<file path="config.mk">
export PLATFORM = sky130hd
export DESIGN_NAME = line_sensor_calibrate_centroid
export DESIGN_NICKNAME = d
export VERILOG_FILES = /design/src/hw/rtl/lscc_pkg.sv /design/src/hw/rtl/line_sensor_calibrate_centroid.sv /design/src/hw/rtl/lscc_ram.sv /design/src/hw/rtl/lscc_div.sv
export VERILOG_INCLUDE_DIRS = /design/src /design/src/hw/rtl
export SDC_FILE = /design/constraint.sdc
export NUM_CORES = 2
export LEC_CHECK = 0
export BUFFER_PORTS_ARGS = -buffer_cell sky130_fd_sc_hd__buf_2
export CORE_UTILIZATION = 40
export CTS_BUF_LIST = sky130_fd_sc_hd__clkbuf_4
export DETAILED_ROUTE_END_ITERATION = 10
export PLACE_DENSITY = 0.53
export SLEW_MARGIN = 0
export SYNTH_ARGS = -nofsm -noshare
export SYNTH_HDL_FRONTEND = slang
export SYNTH_SLANG_ARGS = --single-unit
</file>
<file path="constraint.sdc">
create_clock -name clk -period 8.6 [get_ports clk]
set_input_delay 0.43 -clock clk [delete_from_list [all_inputs] [get_ports clk]]
set_output_delay 0.43 -clock clk [all_outputs]
set_load 0.01 [all_outputs]
</file>
<file path="src/hw/rtl/line_sensor_calibrate_centroid_macros.svh">
// Assertion macros shared by the line sensor calibrate/centroid RTL.
`ifndef LINE_SENSOR_CALIBRATE_CENTROID_MACROS_SVH
`define LINE_SENSOR_CALIBRATE_CENTROID_MACROS_SVH

// Same-cycle implication, checked on clk, disabled during reset.
`define LSCC_ASSERT_IMPL(lbl, ante, cons, msg) \
    lbl: assert property (@(posedge clk) disable iff (!rst_n) (ante) |-> (cons)) \
        else $error(msg);

// Next-cycle implication, checked on clk, disabled during reset.
`define LSCC_ASSERT_NEXT(lbl, ante, cons, msg) \
    lbl: assert property (@(posedge clk) disable iff (!rst_n) (ante) |=> (cons)) \
        else $error(msg);

`endif

</file>
<file path="src/hw/rtl/lscc_pkg.sv">
// Shared constants, codes and types of the line sensor calibrate/centroid block.
package lscc_pkg;

    localparam int LINE_CHANNELS_DEF = 10;
    localparam int SAMPLE_BITS_DEF   = 12;

    localparam int CH_W       = 4;
    localparam int SAMPLE_W   = 12;
    localparam int LEVEL_W    = 16;
    localparam int LEVEL_FRAC = 14;
    localparam int WEIGHT_W   = 16;
    localparam int STATUS_W   = 2;

    // weight_first + i*weight_step for i up to 15 stays below 2^20
    localparam int WGT_FULL_W = 21;
    localparam int PROD_W     = WGT_FULL_W + LEVEL_W;
    localparam int NUM_ACC_W  = PROD_W + 2;
    localparam int DEN_ACC_W  = LEVEL_W + 2;

    // divider: magnitudes only, two quotient bits per cycle
    localparam int DIV_NUM_W = 36;
    localparam int DIV_DEN_W = 17;
    localparam int DIV_DIGIT = 2;

    localparam int IN_TDATA_W  = 16;
    localparam int OUT_TDATA_W = 56;
    localparam int CFG_ADDR_W  = 3;
    localparam int CFG_DATA_W  = 32;

    localparam logic signed [WEIGHT_W-1:0] WEIGHT_FIRST_RST = -16'sd4500;
    localparam logic signed [WEIGHT_W-1:0] WEIGHT_STEP_RST  = 16'sd1000;

    localparam logic REG_WEIGHT_FIRST = 1'b0;
    localparam logic REG_WEIGHT_STEP  = 1'b1;

    localparam logic [STATUS_W-1:0] STATUS_OK       = 2'd0;
    localparam logic [STATUS_W-1:0] STATUS_SPAN     = 2'd1;
    localparam logic [STATUS_W-1:0] STATUS_ZERO_SUM = 2'd2;
    localparam logic [STATUS_W-1:0] STATUS_UNUSED   = 2'd3;

    localparam logic MODE_CALIBRATE = 1'b0;

    typedef struct packed {
        logic                 start;
        logic                 num_neg;
        logic [DIV_NUM_W-1:0] num_mag;
        logic                 den_neg;
        logic [DIV_DEN_W-1:0] den_mag;
    } div_req_t;

    typedef struct packed {
        logic                      done;
        logic signed [LEVEL_W-1:0] quot;
    } div_rsp_t;

endpackage

</file>
<file path="src/hw/rtl/line_sensor_calibrate_centroid.sv">
// Line sensor min/max calibration, normalization, peak search and peak-window centroid.
//
// A calibrate item updates its channel's minimum and maximum. A measure item on a valid
// channel runs the shared divider, which retires two quotient bits per cycle over a
// 36-bit dividend, with the start, saturation, done and level store write steps around
// it; a channel whose span is zero skips the divider. An item with the last mark in
// measure mode sets the window bounds, reads, multiplies and accumulates each window
// entry (two entries when the peak sits at an end of the line) through the level RAM and
// the 21x16 multiplier, reads the corner and goal levels, runs the centroid divider pass
// and loads the output register once it is free; a zero level sum skips the divider
// pass. The block takes the next item while a result still waits in the output register;
// a new result waits until that register is free.
`include "line_sensor_calibrate_centroid_macros.svh"

module line_sensor_calibrate_centroid #(
    parameter int LINE_CHANNELS = lscc_pkg::LINE_CHANNELS_DEF,
    parameter int SAMPLE_BITS   = lscc_pkg::SAMPLE_BITS_DEF
) (
    input  logic                                clk,
    input  logic                                rst_n,
    // s_tdata: channel[3:0], sample[15:4]
    input  logic                                s_tvalid,
    output logic                                s_tready,
    input  logic [lscc_pkg::IN_TDATA_W-1:0]     s_tdata,
    // s_tuser: mode
    input  logic                                s_tuser,
    input  logic                                s_tlast,
    // m_tdata: angle[15:0], corner_level[31:16], goal_level[47:32],
    //          peak_channel[51:48], status[53:52], zero[55:54]
    output logic                                m_tvalid,
    input  logic                                m_tready,
    output logic [lscc_pkg::OUT_TDATA_W-1:0]    m_tdata,
    input  logic                                psel,
    input  logic                                penable,
    input  logic                                pwrite,
    input  logic [lscc_pkg::CFG_ADDR_W-1:0]     paddr,
    input  logic [lscc_pkg::CFG_DATA_W-1:0]     pwdata,
    output logic [lscc_pkg::CFG_DATA_W-1:0]     prdata,
    output logic                                pready
);

    localparam int ALL  = LINE_CHANNELS + 2;
    localparam int AW   = $clog2(ALL);
    localparam int CW   = lscc_pkg::CH_W;
    localparam int SB   = SAMPLE_BITS;
    localparam int LW   = lscc_pkg::LEVEL_W;
    localparam int WW   = lscc_pkg::WEIGHT_W;
    localparam int FW   = lscc_pkg::WGT_FULL_W;
    localparam int PW   = lscc_pkg::PROD_W;
    localparam int NAW  = lscc_pkg::NUM_ACC_W;
    localparam int DAW  = lscc_pkg::DEN_ACC_W;
    localparam int SW   = lscc_pkg::STATUS_W;

    localparam logic [CW:0]   ALL_C   = (CW + 1)'(ALL);
    localparam logic [CW:0]   LINE_C  = (CW + 1)'(LINE_CHANNELS);
    localparam logic [CW-1:0] LINE_M1 = CW'(LINE_CHANNELS - 1);
    localparam logic [AW-1:0] CORNER_A = AW'(LINE_CHANNELS);
    localparam logic [AW-1:0] GOAL_A   = AW'(LINE_CHANNELS + 1);

    localparam int ST_W = 4;
    localparam logic [ST_W-1:0] ST_IDLE  = 4'd0;
    localparam logic [ST_W-1:0] ST_CAL   = 4'd1;
    localparam logic [ST_W-1:0] ST_NORM  = 4'd2;
    localparam logic [ST_W-1:0] ST_NWAIT = 4'd3;
    localparam logic [ST_W-1:0] ST_STORE = 4'd4;
    localparam logic [ST_W-1:0] ST_WIN   = 4'd5;
    localparam logic [ST_W-1:0] ST_RD    = 4'd6;
    localparam logic [ST_W-1:0] ST_MUL   = 4'd7;
    localparam logic [ST_W-1:0] ST_ACC   = 4'd8;
    localparam logic [ST_W-1:0] ST_CRD   = 4'd9;
    localparam logic [ST_W-1:0] ST_GRD   = 4'd10;
    localparam logic [ST_W-1:0] ST_GCAP  = 4'd11;
    localparam logic [ST_W-1:0] ST_CENT  = 4'd12;
    localparam logic [ST_W-1:0] ST_CWAIT = 4'd13;
    localparam logic [ST_W-1:0] ST_OUT   = 4'd14;

    // configuration
    logic signed [WW-1:0] wfirst_reg, wstep_reg;

    // control
    logic [ST_W-1:0] state_reg, state_next;
    logic            span_err_reg, span_err_next;
    logic [CW-1:0]   peak_idx_reg, peak_idx_next;
    logic signed [LW-1:0] peak_lvl_reg, peak_lvl_next;
    logic            m_tvalid_reg, m_tvalid_next;

    // payload
    logic            last_reg;
    logic [CW-1:0]   ch_reg;
    logic [SB-1:0]   smp_reg;
    logic [SB-1:0]   cal_min_reg [ALL];
    logic [SB-1:0]   cal_max_reg [ALL];
    logic signed [LW-1:0]  lvl_reg, lvl_next;
    logic [CW-1:0]         idx_reg, idx_next;
    logic [CW-1:0]         hi_reg, hi_next;
    logic signed [FW-1:0]  w_reg;
    logic signed [PW-1:0]  prod_reg;
    logic signed [NAW-1:0] num_reg, num_next;
    logic signed [DAW-1:0] den_reg, den_next;
    logic signed [LW-1:0]  corner_reg, goal_reg, angle_reg, angle_next;
    logic [SW-1:0]         status_reg, status_next;
    logic [lscc_pkg::OUT_TDATA_W-1:0] m_tdata_reg;

    logic            accept;
    logic            ch_ok, ch_line;
    logic [AW-1:0]   ch_idx;
    logic [SB-1:0]   cmin, cmax;
    logic signed [SB:0] diff, span;
    logic [SB-1:0]   diff_abs, span_abs;
    logic signed [NAW-1:0] num_abs;
    logic signed [DAW-1:0] den_abs;
    logic signed [FW-1:0]  w_next;

    logic            ram_we;
    logic [AW-1:0]   ram_raddr;
    logic [LW-1:0]   ram_rdata;

    lscc_pkg::div_req_t div_req;
    lscc_pkg::div_rsp_t div_rsp;

    assign accept   = s_tvalid && s_tready;
    assign s_tready = (state_reg == ST_IDLE);
    assign ch_ok    = ({1'b0, ch_reg} < ALL_C);
    assign ch_line  = ({1'b0, ch_reg} < LINE_C);
    assign ch_idx   = AW'(ch_reg);
    assign cmin     = cal_min_reg[ch_idx];
    assign cmax     = cal_max_reg[ch_idx];

    // configuration port
    assign pready = 1'b1;

    always_comb
    begin
        unique case (paddr[2])
            lscc_pkg::REG_WEIGHT_FIRST: prdata = {{(32 - WW){1'b0}}, wfirst_reg};
            lscc_pkg::REG_WEIGHT_STEP:  prdata = {{(32 - WW){1'b0}}, wstep_reg};
            default:                    prdata = '0;
        endcase
    end

    always_ff @(posedge clk or negedge rst_n)
    begin
        if (!rst_n)
        begin
            wfirst_reg <= lscc_pkg::WEIGHT_FIRST_RST;
            wstep_reg  <= lscc_pkg::WEIGHT_STEP_RST;
        end
        else if (psel && penable && pwrite && pready)
        begin
            unique case (paddr[2])
                lscc_pkg::REG_WEIGHT_FIRST: wfirst_reg <= $signed(pwdata[WW-1:0]);
                lscc_pkg::REG_WEIGHT_STEP:  wstep_reg  <= $signed(pwdata[WW-1:0]);
                default:                    wfirst_reg <= wfirst_reg;
            endcase
        end
    end

    // input capture
    always_ff @(posedge clk)
    begin
        if (accept)
        begin
            last_reg <= s_tlast;
            ch_reg   <= s_tdata[CW-1:0];
            smp_reg  <= SB'(s_tdata[CW +: lscc_pkg::SAMPLE_W]);
        end
    end

    // calibration tables, full scale minimum and zero maximum after reset
    always_ff @(posedge clk or negedge rst_n)
    begin
        if (!rst_n)
        begin
            for (int i = 0; i < ALL; i++)
            begin
                cal_min_reg[i] <= '1;
                cal_max_reg[i] <= '0;
            end
        end
        else if (state_reg == ST_CAL && ch_ok)
        begin
            if (smp_reg > cmax)
            begin
                cal_max_reg[ch_idx] <= smp_reg;
            end
            if (smp_reg < cmin)
            begin
                cal_min_reg[ch_idx] <= smp_reg;
            end
        end
    end

    // normalization and centroid divider operands
    always_comb
    begin
        diff     = $signed({1'b0, smp_reg}) - $signed({1'b0, cmin});
        span     = $signed({1'b0, cmax}) - $signed({1'b0, cmin});
        diff_abs = diff[SB] ? SB'(-diff) : diff[SB-1:0];
        span_abs = span[SB] ? SB'(-span) : span[SB-1:0];
        num_abs  = num_reg[NAW-1] ? -num_reg : num_reg;
        den_abs  = den_reg[DAW-1] ? -den_reg : den_reg;
    end

    always_comb
    begin
        div_req = '0;
        if (state_reg == ST_NORM)
        begin
            div_req.start   = (span != '0);
            div_req.num_neg = diff[SB];
            div_req.num_mag = lscc_pkg::DIV_NUM_W'(diff_abs) << lscc_pkg::LEVEL_FRAC;
            div_req.den_neg = span[SB];
            div_req.den_mag = lscc_pkg::DIV_DEN_W'(span_abs);
        end
        else if (state_reg == ST_CENT)
        begin
            div_req.start   = (den_reg != '0);
            div_req.num_neg = num_reg[NAW-1];
            div_req.num_mag = lscc_pkg::DIV_NUM_W'(num_abs);
            div_req.den_neg = den_reg[DAW-1];
            div_req.den_mag = lscc_pkg::DIV_DEN_W'(den_abs);
        end
    end

    lscc_div u_div (
        .clk   (clk),
        .rst_n (rst_n),
        .req   (div_req),
        .rsp   (div_rsp)
    );

    assign ram_we = (state_reg == ST_STORE);

    always_comb
    begin
        case (state_reg)
            ST_CRD:  ram_raddr = CORNER_A;
            ST_GRD:  ram_raddr = GOAL_A;
            default: ram_raddr = AW'(idx_reg);
        endcase
    end

    lscc_ram #(
        .WIDTH (LW),
        .DEPTH (ALL)
    ) u_level_ram (
        .clk   (clk),
        .we    (ram_we),
        .waddr (ch_idx),
        .wdata (lvl_reg),
        .raddr (ram_raddr),
        .rdata (ram_rdata)
    );

    // position weight of the current window entry
    assign w_next = FW'(wfirst_reg) + FW'($signed({1'b0, idx_reg})) * FW'(wstep_reg);

    always_comb
    begin
        state_next    = state_reg;
        span_err_next = span_err_reg;
        peak_idx_next = peak_idx_reg;
        peak_lvl_next = peak_lvl_reg;
        m_tvalid_next = m_tvalid_reg;
        lvl_next      = lvl_reg;
        idx_next      = idx_reg;
        hi_next       = hi_reg;
        num_next      = num_reg;
        den_next      = den_reg;
        angle_next    = angle_reg;
        status_next   = status_reg;

        if (m_tvalid_reg && m_tready)
        begin
            m_tvalid_next = 1'b0;
        end

        unique case (state_reg)
            ST_IDLE:
            begin
                if (accept)
                begin
                    if (s_tuser == lscc_pkg::MODE_CALIBRATE)
                    begin
                        state_next = ST_CAL;
                    end
                    else if ({1'b0, s_tdata[CW-1:0]} < ALL_C)
                    begin
                        state_next = ST_NORM;
                    end
                    else if (s_tlast)
                    begin
                        state_next = ST_WIN;
                    end
                end
            end
            ST_CAL:
            begin
                state_next = ST_IDLE;
            end
            ST_NORM:
            begin
                if (span == '0)
                begin
                    lvl_next      = '0;
                    span_err_next = 1'b1;
                    state_next    = ST_STORE;
                end
                else
                begin
                    state_next = ST_NWAIT;
                end
            end
            ST_NWAIT:
            begin
                if (div_rsp.done)
                begin
                    lvl_next   = div_rsp.quot;
                    state_next = ST_STORE;
                end
            end
            ST_STORE:
            begin
                // channel zero restarts the first-maximum search
                if (ch_reg == '0)
                begin
                    peak_idx_next = '0;
                    peak_lvl_next = lvl_reg;
                end
                else if (ch_line && lvl_reg > peak_lvl_reg)
                begin
                    peak_idx_next = ch_reg;
                    peak_lvl_next = lvl_reg;
                end
                state_next = last_reg ? ST_WIN : ST_IDLE;
            end
            ST_WIN:
            begin
                idx_next   = (peak_idx_reg != '0) ? CW'(peak_idx_reg - 1'b1) : '0;
                hi_next    = (({1'b0, peak_idx_reg} + 1'b1) < LINE_C)
                             ? CW'(peak_idx_reg + 1'b1) : LINE_M1;
                num_next   = '0;
                den_next   = '0;
                state_next = ST_RD;
            end
            ST_RD:
            begin
                state_next = ST_MUL;
            end
            ST_MUL:
            begin
                lvl_next   = $signed(ram_rdata);
                state_next = ST_ACC;
            end
            ST_ACC:
            begin
                num_next = num_reg + NAW'(prod_reg);
                den_next = den_reg + DAW'(lvl_reg);
                if (idx_reg == hi_reg)
                begin
                    state_next = ST_CRD;
                end
                else
                begin
                    idx_next   = CW'(idx_reg + 1'b1);
                    state_next = ST_RD;
                end
            end
            ST_CRD:
            begin
                state_next = ST_GRD;
            end
            ST_GRD:
            begin
                state_next = ST_GCAP;
            end
            ST_GCAP:
            begin
                state_next = ST_CENT;
            end
            ST_CENT:
            begin
                if (den_reg == '0)
                begin
                    angle_next  = '0;
                    status_next = lscc_pkg::STATUS_ZERO_SUM;
                    state_next  = ST_OUT;
                end
                else
                begin
                    state_next = ST_CWAIT;
                end
            end
            ST_CWAIT:
            begin
                if (div_rsp.done)
                begin
                    angle_next  = div_rsp.quot;
                    status_next = span_err_reg ? lscc_pkg::STATUS_SPAN : lscc_pkg::STATUS_OK;
                    state_next  = ST_OUT;
                end
            end
            ST_OUT:
            begin
                if (!m_tvalid_reg || m_tready)
                begin
                    m_tvalid_next = 1'b1;
                    span_err_next = 1'b0;
                    state_next    = ST_IDLE;
                end
            end
            default:
            begin
                state_next = ST_IDLE;
            end
        endcase
    end

    always_ff @(posedge clk or negedge rst_n)
    begin
        if (!rst_n)
        begin
            state_reg    <= ST_IDLE;
            span_err_reg <= 1'b0;
            peak_idx_reg <= '0;
            peak_lvl_reg <= '0;
            m_tvalid_reg <= 1'b0;
        end
        else
        begin
            state_reg    <= state_next;
            span_err_reg <= span_err_next;
            peak_idx_reg <= peak_idx_next;
            peak_lvl_reg <= peak_lvl_next;
            m_tvalid_reg <= m_tvalid_next;
        end
    end

    always_ff @(posedge clk)
    begin
        lvl_reg    <= lvl_next;
        idx_reg    <= idx_next;
        hi_reg     <= hi_next;
        num_reg    <= num_next;
        den_reg    <= den_next;
        angle_reg  <= angle_next;
        status_reg <= status_next;
        w_reg      <= w_next;
        prod_reg   <= w_reg * $signed(ram_rdata);
        if (state_reg == ST_GRD)
        begin
            corner_reg <= $signed(ram_rdata);
        end
        if (state_reg == ST_GCAP)
        begin
            goal_reg <= $signed(ram_rdata);
        end
        if (state_reg == ST_OUT && (!m_tvalid_reg || m_tready))
        begin
            m_tdata_reg <= {2'b00, status_reg, peak_idx_reg, goal_reg, corner_reg, angle_reg};
        end
    end

    assign m_tvalid = m_tvalid_reg;
    assign m_tdata  = m_tdata_reg;

    `LSCC_ASSERT_NEXT(a_out_waits, state_reg == ST_OUT && m_tvalid_reg && !m_tready, state_reg == ST_OUT, "result overwrote a pending transfer")
    `LSCC_ASSERT_IMPL(a_peak_range, 1'b1, {1'b0, peak_idx_reg} < LINE_C, "peak index outside line channels")
    `LSCC_ASSERT_IMPL(a_status_code, m_tvalid_reg, m_tdata_reg[53:52] != lscc_pkg::STATUS_UNUSED, "undefined status code")

endmodule

</file>
<file path="src/hw/rtl/lscc_ram.sv">
// Generic single-write, single-read RAM with registered read data.
module lscc_ram #(
    parameter int WIDTH = 16,
    parameter int DEPTH = 12
) (
    input  logic                     clk,
    input  logic                     we,
    input  logic [$clog2(DEPTH)-1:0] waddr,
    input  logic [WIDTH-1:0]         wdata,
    input  logic [$clog2(DEPTH)-1:0] raddr,
    output logic [WIDTH-1:0]         rdata
);

    logic [WIDTH-1:0] mem_reg [DEPTH];
    logic [WIDTH-1:0] rdata_reg;

    always_ff @(posedge clk)
    begin
        if (we)
        begin
            mem_reg[waddr] <= wdata;
        end
        rdata_reg <= mem_reg[raddr];
    end

    assign rdata = rdata_reg;

endmodule

</file>
<file path="src/hw/rtl/lscc_div.sv">
// Radix-4 serial signed divider with truncation toward zero and 16-bit saturation.
`include "line_sensor_calibrate_centroid_macros.svh"

module lscc_div (
    input  logic               clk,
    input  logic               rst_n,
    input  lscc_pkg::div_req_t req,
    output lscc_pkg::div_rsp_t rsp
);

    localparam int STEPS = lscc_pkg::DIV_NUM_W / lscc_pkg::DIV_DIGIT;
    localparam int CNT_W = $clog2(STEPS);
    localparam int NW    = lscc_pkg::DIV_NUM_W;
    localparam int DW    = lscc_pkg::DIV_DEN_W;
    localparam int LW    = lscc_pkg::LEVEL_W;
    localparam logic [NW-1:0] POS_MAX = NW'((1 << (LW - 1)) - 1);
    localparam logic [NW-1:0] NEG_MAX = NW'(1 << (LW - 1));

    logic                 busy_reg, busy_next;
    logic                 fin_reg, fin_next;
    logic                 done_reg, done_next;
    logic [CNT_W-1:0]     cnt_reg, cnt_next;
    logic [DW-1:0]        rem_reg, rem_next;
    logic [DW-1:0]        den_reg, den_next;
    logic [NW-1:0]        quo_reg, quo_next;
    logic                 neg_reg, neg_next;
    logic signed [LW-1:0] quot_reg, quot_next;

    logic [DW:0]   t1, t2;
    logic          ge1, ge2;
    logic [DW-1:0] r1, r2;

    // two restoring steps per cycle
    always_comb
    begin
        t1  = {rem_reg, quo_reg[NW-1]};
        ge1 = (t1 >= {1'b0, den_reg});
        r1  = ge1 ? DW'(t1 - {1'b0, den_reg}) : t1[DW-1:0];
        t2  = {r1, quo_reg[NW-2]};
        ge2 = (t2 >= {1'b0, den_reg});
        r2  = ge2 ? DW'(t2 - {1'b0, den_reg}) : t2[DW-1:0];
    end

    always_comb
    begin
        busy_next = busy_reg;
        fin_next  = 1'b0;
        done_next = 1'b0;
        cnt_next  = cnt_reg;
        rem_next  = rem_reg;
        den_next  = den_reg;
        quo_next  = quo_reg;
        neg_next  = neg_reg;
        quot_next = quot_reg;
        if (req.start)
        begin
            busy_next = 1'b1;
            cnt_next  = '0;
            rem_next  = '0;
            den_next  = req.den_mag;
            quo_next  = req.num_mag;
            neg_next  = req.num_neg ^ req.den_neg;
        end
        else if (busy_reg)
        begin
            rem_next = r2;
            quo_next = {quo_reg[NW-3:0], ge1, ge2};
            cnt_next = CNT_W'(cnt_reg + 1'b1);
            if (cnt_reg == CNT_W'(STEPS - 1))
            begin
                busy_next = 1'b0;
                fin_next  = 1'b1;
            end
        end
        else if (fin_reg)
        begin
            done_next = 1'b1;
            if (neg_reg)
            begin
                quot_next = (quo_reg > NEG_MAX) ? $signed(NEG_MAX[LW-1:0])
                                                : $signed(LW'(-quo_reg[LW-1:0]));
            end
            else
            begin
                quot_next = (quo_reg > POS_MAX) ? $signed(POS_MAX[LW-1:0])
                                                : $signed(quo_reg[LW-1:0]);
            end
        end
    end

    always_ff @(posedge clk or negedge rst_n)
    begin
        if (!rst_n)
        begin
            busy_reg <= 1'b0;
            fin_reg  <= 1'b0;
            done_reg <= 1'b0;
            cnt_reg  <= '0;
        end
        else
        begin
            busy_reg <= busy_next;
            fin_reg  <= fin_next;
            done_reg <= done_next;
            cnt_reg  <= cnt_next;
        end
    end

    always_ff @(posedge clk)
    begin
        rem_reg  <= rem_next;
        den_reg  <= den_next;
        quo_reg  <= quo_next;
        neg_reg  <= neg_next;
        quot_reg <= quot_next;
    end

    assign rsp.done = done_reg;
    assign rsp.quot = quot_reg;

    `LSCC_ASSERT_IMPL(a_div_start_idle, req.start, !busy_reg && !fin_reg, "divider restarted while busy")
    `LSCC_ASSERT_IMPL(a_div_done_after_fin, done_reg, $past(fin_reg), "divider done without final step")
    `LSCC_ASSERT_IMPL(a_div_cnt_range, busy_reg, cnt_reg < CNT_W'(STEPS), "divider step count out of range")

endmodule

</file>
==> flow_summary.yaml <==
run_status:
  outcome: "complete, no violations"
drt:
  first_pass_iters: 5
  vias_per_cell: 5.21
  antenna_left: 0
  wl_per_cell_microns: 19.6
  vias: 39400
  wl_microns: 148000
  drcViolationCount: 0
  drtIter0Drc: 2173
setup_path:
  cp_max_fo: 21
  endpoint_kind: "flip-flop"
  required_ps: 9660
  r2r_setup_slack_ps: 1170
  start_kind: "flip-flop"
  arrival_ps: 8480
  ff2ff_path_depth: 20
  path_class: "flip-flop to flip-flop"
  r2r-start: "u_level_ram.rdata[12]$_DFF_P_"
  r2r_end: "prod_reg[34]$_DFF_P_"
floorplanning:
  start_util: 0.404
  pin_count: 151
  dieArea_sq_um: 149000
  core_sq_um: 146000
  die_w_microns: 386
  fp.dieH_microns: 386
  fp-row-count: 140
timing:
  fin_setup_tns_ps: 0
  fin_ws_ps: 1170
  fin_skew_ps: 92.1
  min_period_ps: 7430
  worst_slew_pin_slew_ps: 1310
  fmax_mhz: 135
  finalSetupViolCount: 0
  holdWs_ps: 275
  fin_crit_sh: 0.864
  hold_viol: 0
  slew_violations: 0
  max_slew_margin: 0.124
  rsz0062_at_grt: "false"
layout:
  nets: 6163
  nFillCells: 13800
  drive_gt1_frac: 0.237
  area_growth_pct: 12.1
  largest_reg_flops: 192
  multiInputGateArea_sq_um: 31200
  seq_area_sq_um: 24800
clock_network:
  numCtsBuffers: 241
  h-tree-depth: 4
  cts_tree: "done"
  clockRootBuffer: "clkbuf_4"
  clkSlewWorstSetupHoldPaths_ps: 70
  clockBufferDepth: 3
  clock-sinks: 909
  insertion_delay_ps: 1220
  postCtsSetupBuffers: 0
hold_path:
  min_path_cells: 4
  min_from: "m_tready"
  hp-class: "input pin to flip-flop"
  hold_end: "m_tvalid$_DFF_PN0_"
synthesis:
  synth-edff-count: 464
  yosysSeqAreaShare: 0.421
  syn_area_sq_um: 59000
  ys_seq_elements: 909
  synth_adder_area_share: 0.192
  synthFlopType: "edfxtp_1"
  synth_top_family_by_area: "adder cells"
  synthMuxAreaShare: 0.120
  synth_cell_types: 91
  ys_warn_count: 0
  synth-simple-area-share: 0.102
  synth_compound_area_frac: 0.0802
  syn_inst: 5119
  synthArstFlopShare: 0.389
  synth.avg_cell_area_sq_um: 11.5
  synthXorXnorAreaFrac: 0.0310
placed_design:
  gp_congestion: 0.816
  port_buffers: 113
  dpl.hpwl_microns: 105000
  pre_cts_ws_ps: 1240
grt:
  grt_pass1_vias: 40800
  grt_max_degree: 90
  antenna_found_initial: 6
  grt-ovfl-total: 0
  grt_pass1_wl_microns: 233000
  grt_usage: 0.205
run:
  cap_violations: 0
==> layout make-up <==
cell class	count	share of cell area
Antenna cell	7	0.000265
Clock buffer	380	0.0432
Clock inverter	68	0.00665
Inverter	564	0.0320
Multi-Input combinational cell	3415	0.472
Sequential cell	909	0.375
Tap cell	1917	0.0363
Timing Repair Buffer	300	0.0337
==> worst max-delay path by stage <==
stage	slack (ps)	endpoint	from
floorplan	2240	prod_reg[32]$_DFF_P_	w_reg[13]$_DFF_P_
global placement	1330	prod_reg[32]$_DFF_P_	u_level_ram.rdata[15]$_DFF_P_
detailed placement	1240	prod_reg[34]$_DFF_P_	u_level_ram.rdata[15]$_DFF_P_
CTS	1220	prod_reg[34]$_DFF_P_	u_level_ram.rdata[12]$_DFF_P_
global route	800	prod_reg[34]$_DFF_P_	u_level_ram.rdata[15]$_DFF_P_
finish	1170	prod_reg[34]$_DFF_P_	u_level_ram.rdata[12]$_DFF_P_
==> layout by cell type, fill, tap and decap left out, types with 32 or more instances in the layout <==
cell             n
xor2_1          98
nor2_1         247
nor3_1          56
mux2_2         406
mux2i_1         64
mux4_2          82
a31oi_1         36
a211oi_1        67
a21o_1          68
clkbuf_4       380
clkinv_1        43
edfxtp_1       464
ha_1           285
dlygate4sd3_1   80
dfrtp_1        194
dfxtp_1         91
nand3_1         57
inv_1          562
fa_1           387
and2_1         242
buf_2          112
buf_4          104
dfstp_2        160
o21ai_0        132
or3_1           32
xnor2_1        111
nand2_1        398
a21oi_1        186
==> cells by family after synthesis <==
kind of cell,Yosys count
muxes,555
AOI/OAI and AO/OA,722
other,2
adders and majority gates,672
xor gates and xnor gates,209
buffers and inverters,812
and+or+nand+nor,1238
DFF,909
==> cell usage after synthesis, types with 68 or more instances <==
| master | count | area [sq um] |
|---|---|---|
| xor2_1 | 98 | 858 |
| nand2_1 | 400 | 1500 |
| edfxtp_1 | 464 | 13900 |
| dfrtp_1 | 194 | 4850 |
| inv_1 | 562 | 2110 |
| ha_1 | 285 | 3570 |
| fa_1 | 387 | 7750 |
| dfstp_2 | 160 | 4200 |
| and2_1 | 242 | 1510 |
| xnor2_1 | 111 | 972 |
| a21o_1 | 68 | 510 |
| mux4_2 | 82 | 1850 |
| a21oi_1 | 186 | 931 |
| mux2_2 | 406 | 4570 |
| o21ai_0 | 134 | 671 |
| dfxtp_1 | 91 | 1820 |
| clkbuf_1 | 198 | 743 |
| nor2_1 | 257 | 965 |
==> through the flow <==
step | area [sq um] | cells | util
after global routing | 66100 | 7558 | 0.453
after global placement | 61900 | 7024 | 0.425
after floorplan | 59000 | 5136 | -
after CTS | 66100 | 7553 | 0.453
final | 66100 | 7560 | 0.453
after detailed placement | 61900 | 7024 | 0.425
==> layer usage <==
layer / GRT usage / vias up / wire length (microns)
met2: 0.328 / 866 / 69200
met3: 0.0382 / 194 / 7220
met1: 0.283 / 19900 / 69000
li1: - / 18500 / -
met5: 0 / - / 0
met4: 0.0551 / 0 / 3020
==> critical path, stage by stage (launching register included) <==
cell	delay [ps]
dfxtp_1	1070
nand2_1	190
fa_1	580
inv_1	50
fa_1	480
fa_1	540
fa_1	560
fa_1	550
inv_1	50
fa_1	520
inv_1	40
ha_1	360
a211o_1	340
nor4_1	220
nand4b_1	290
nand4_1	180
a21oi_1	140
a221o_1	370
a21oi_1	350
o21ai_0	190
xnor2_1	150
==> timing repair <==
action / in CTS / in global routing
hold buffers: 81 / 0
resized for setup: 0 / 0
endpoints found under the hold margin: 182 / 0
Power is not shown: default switching activity piles up to over one toggle a cycle in this logic, so the estimate is an artifact.
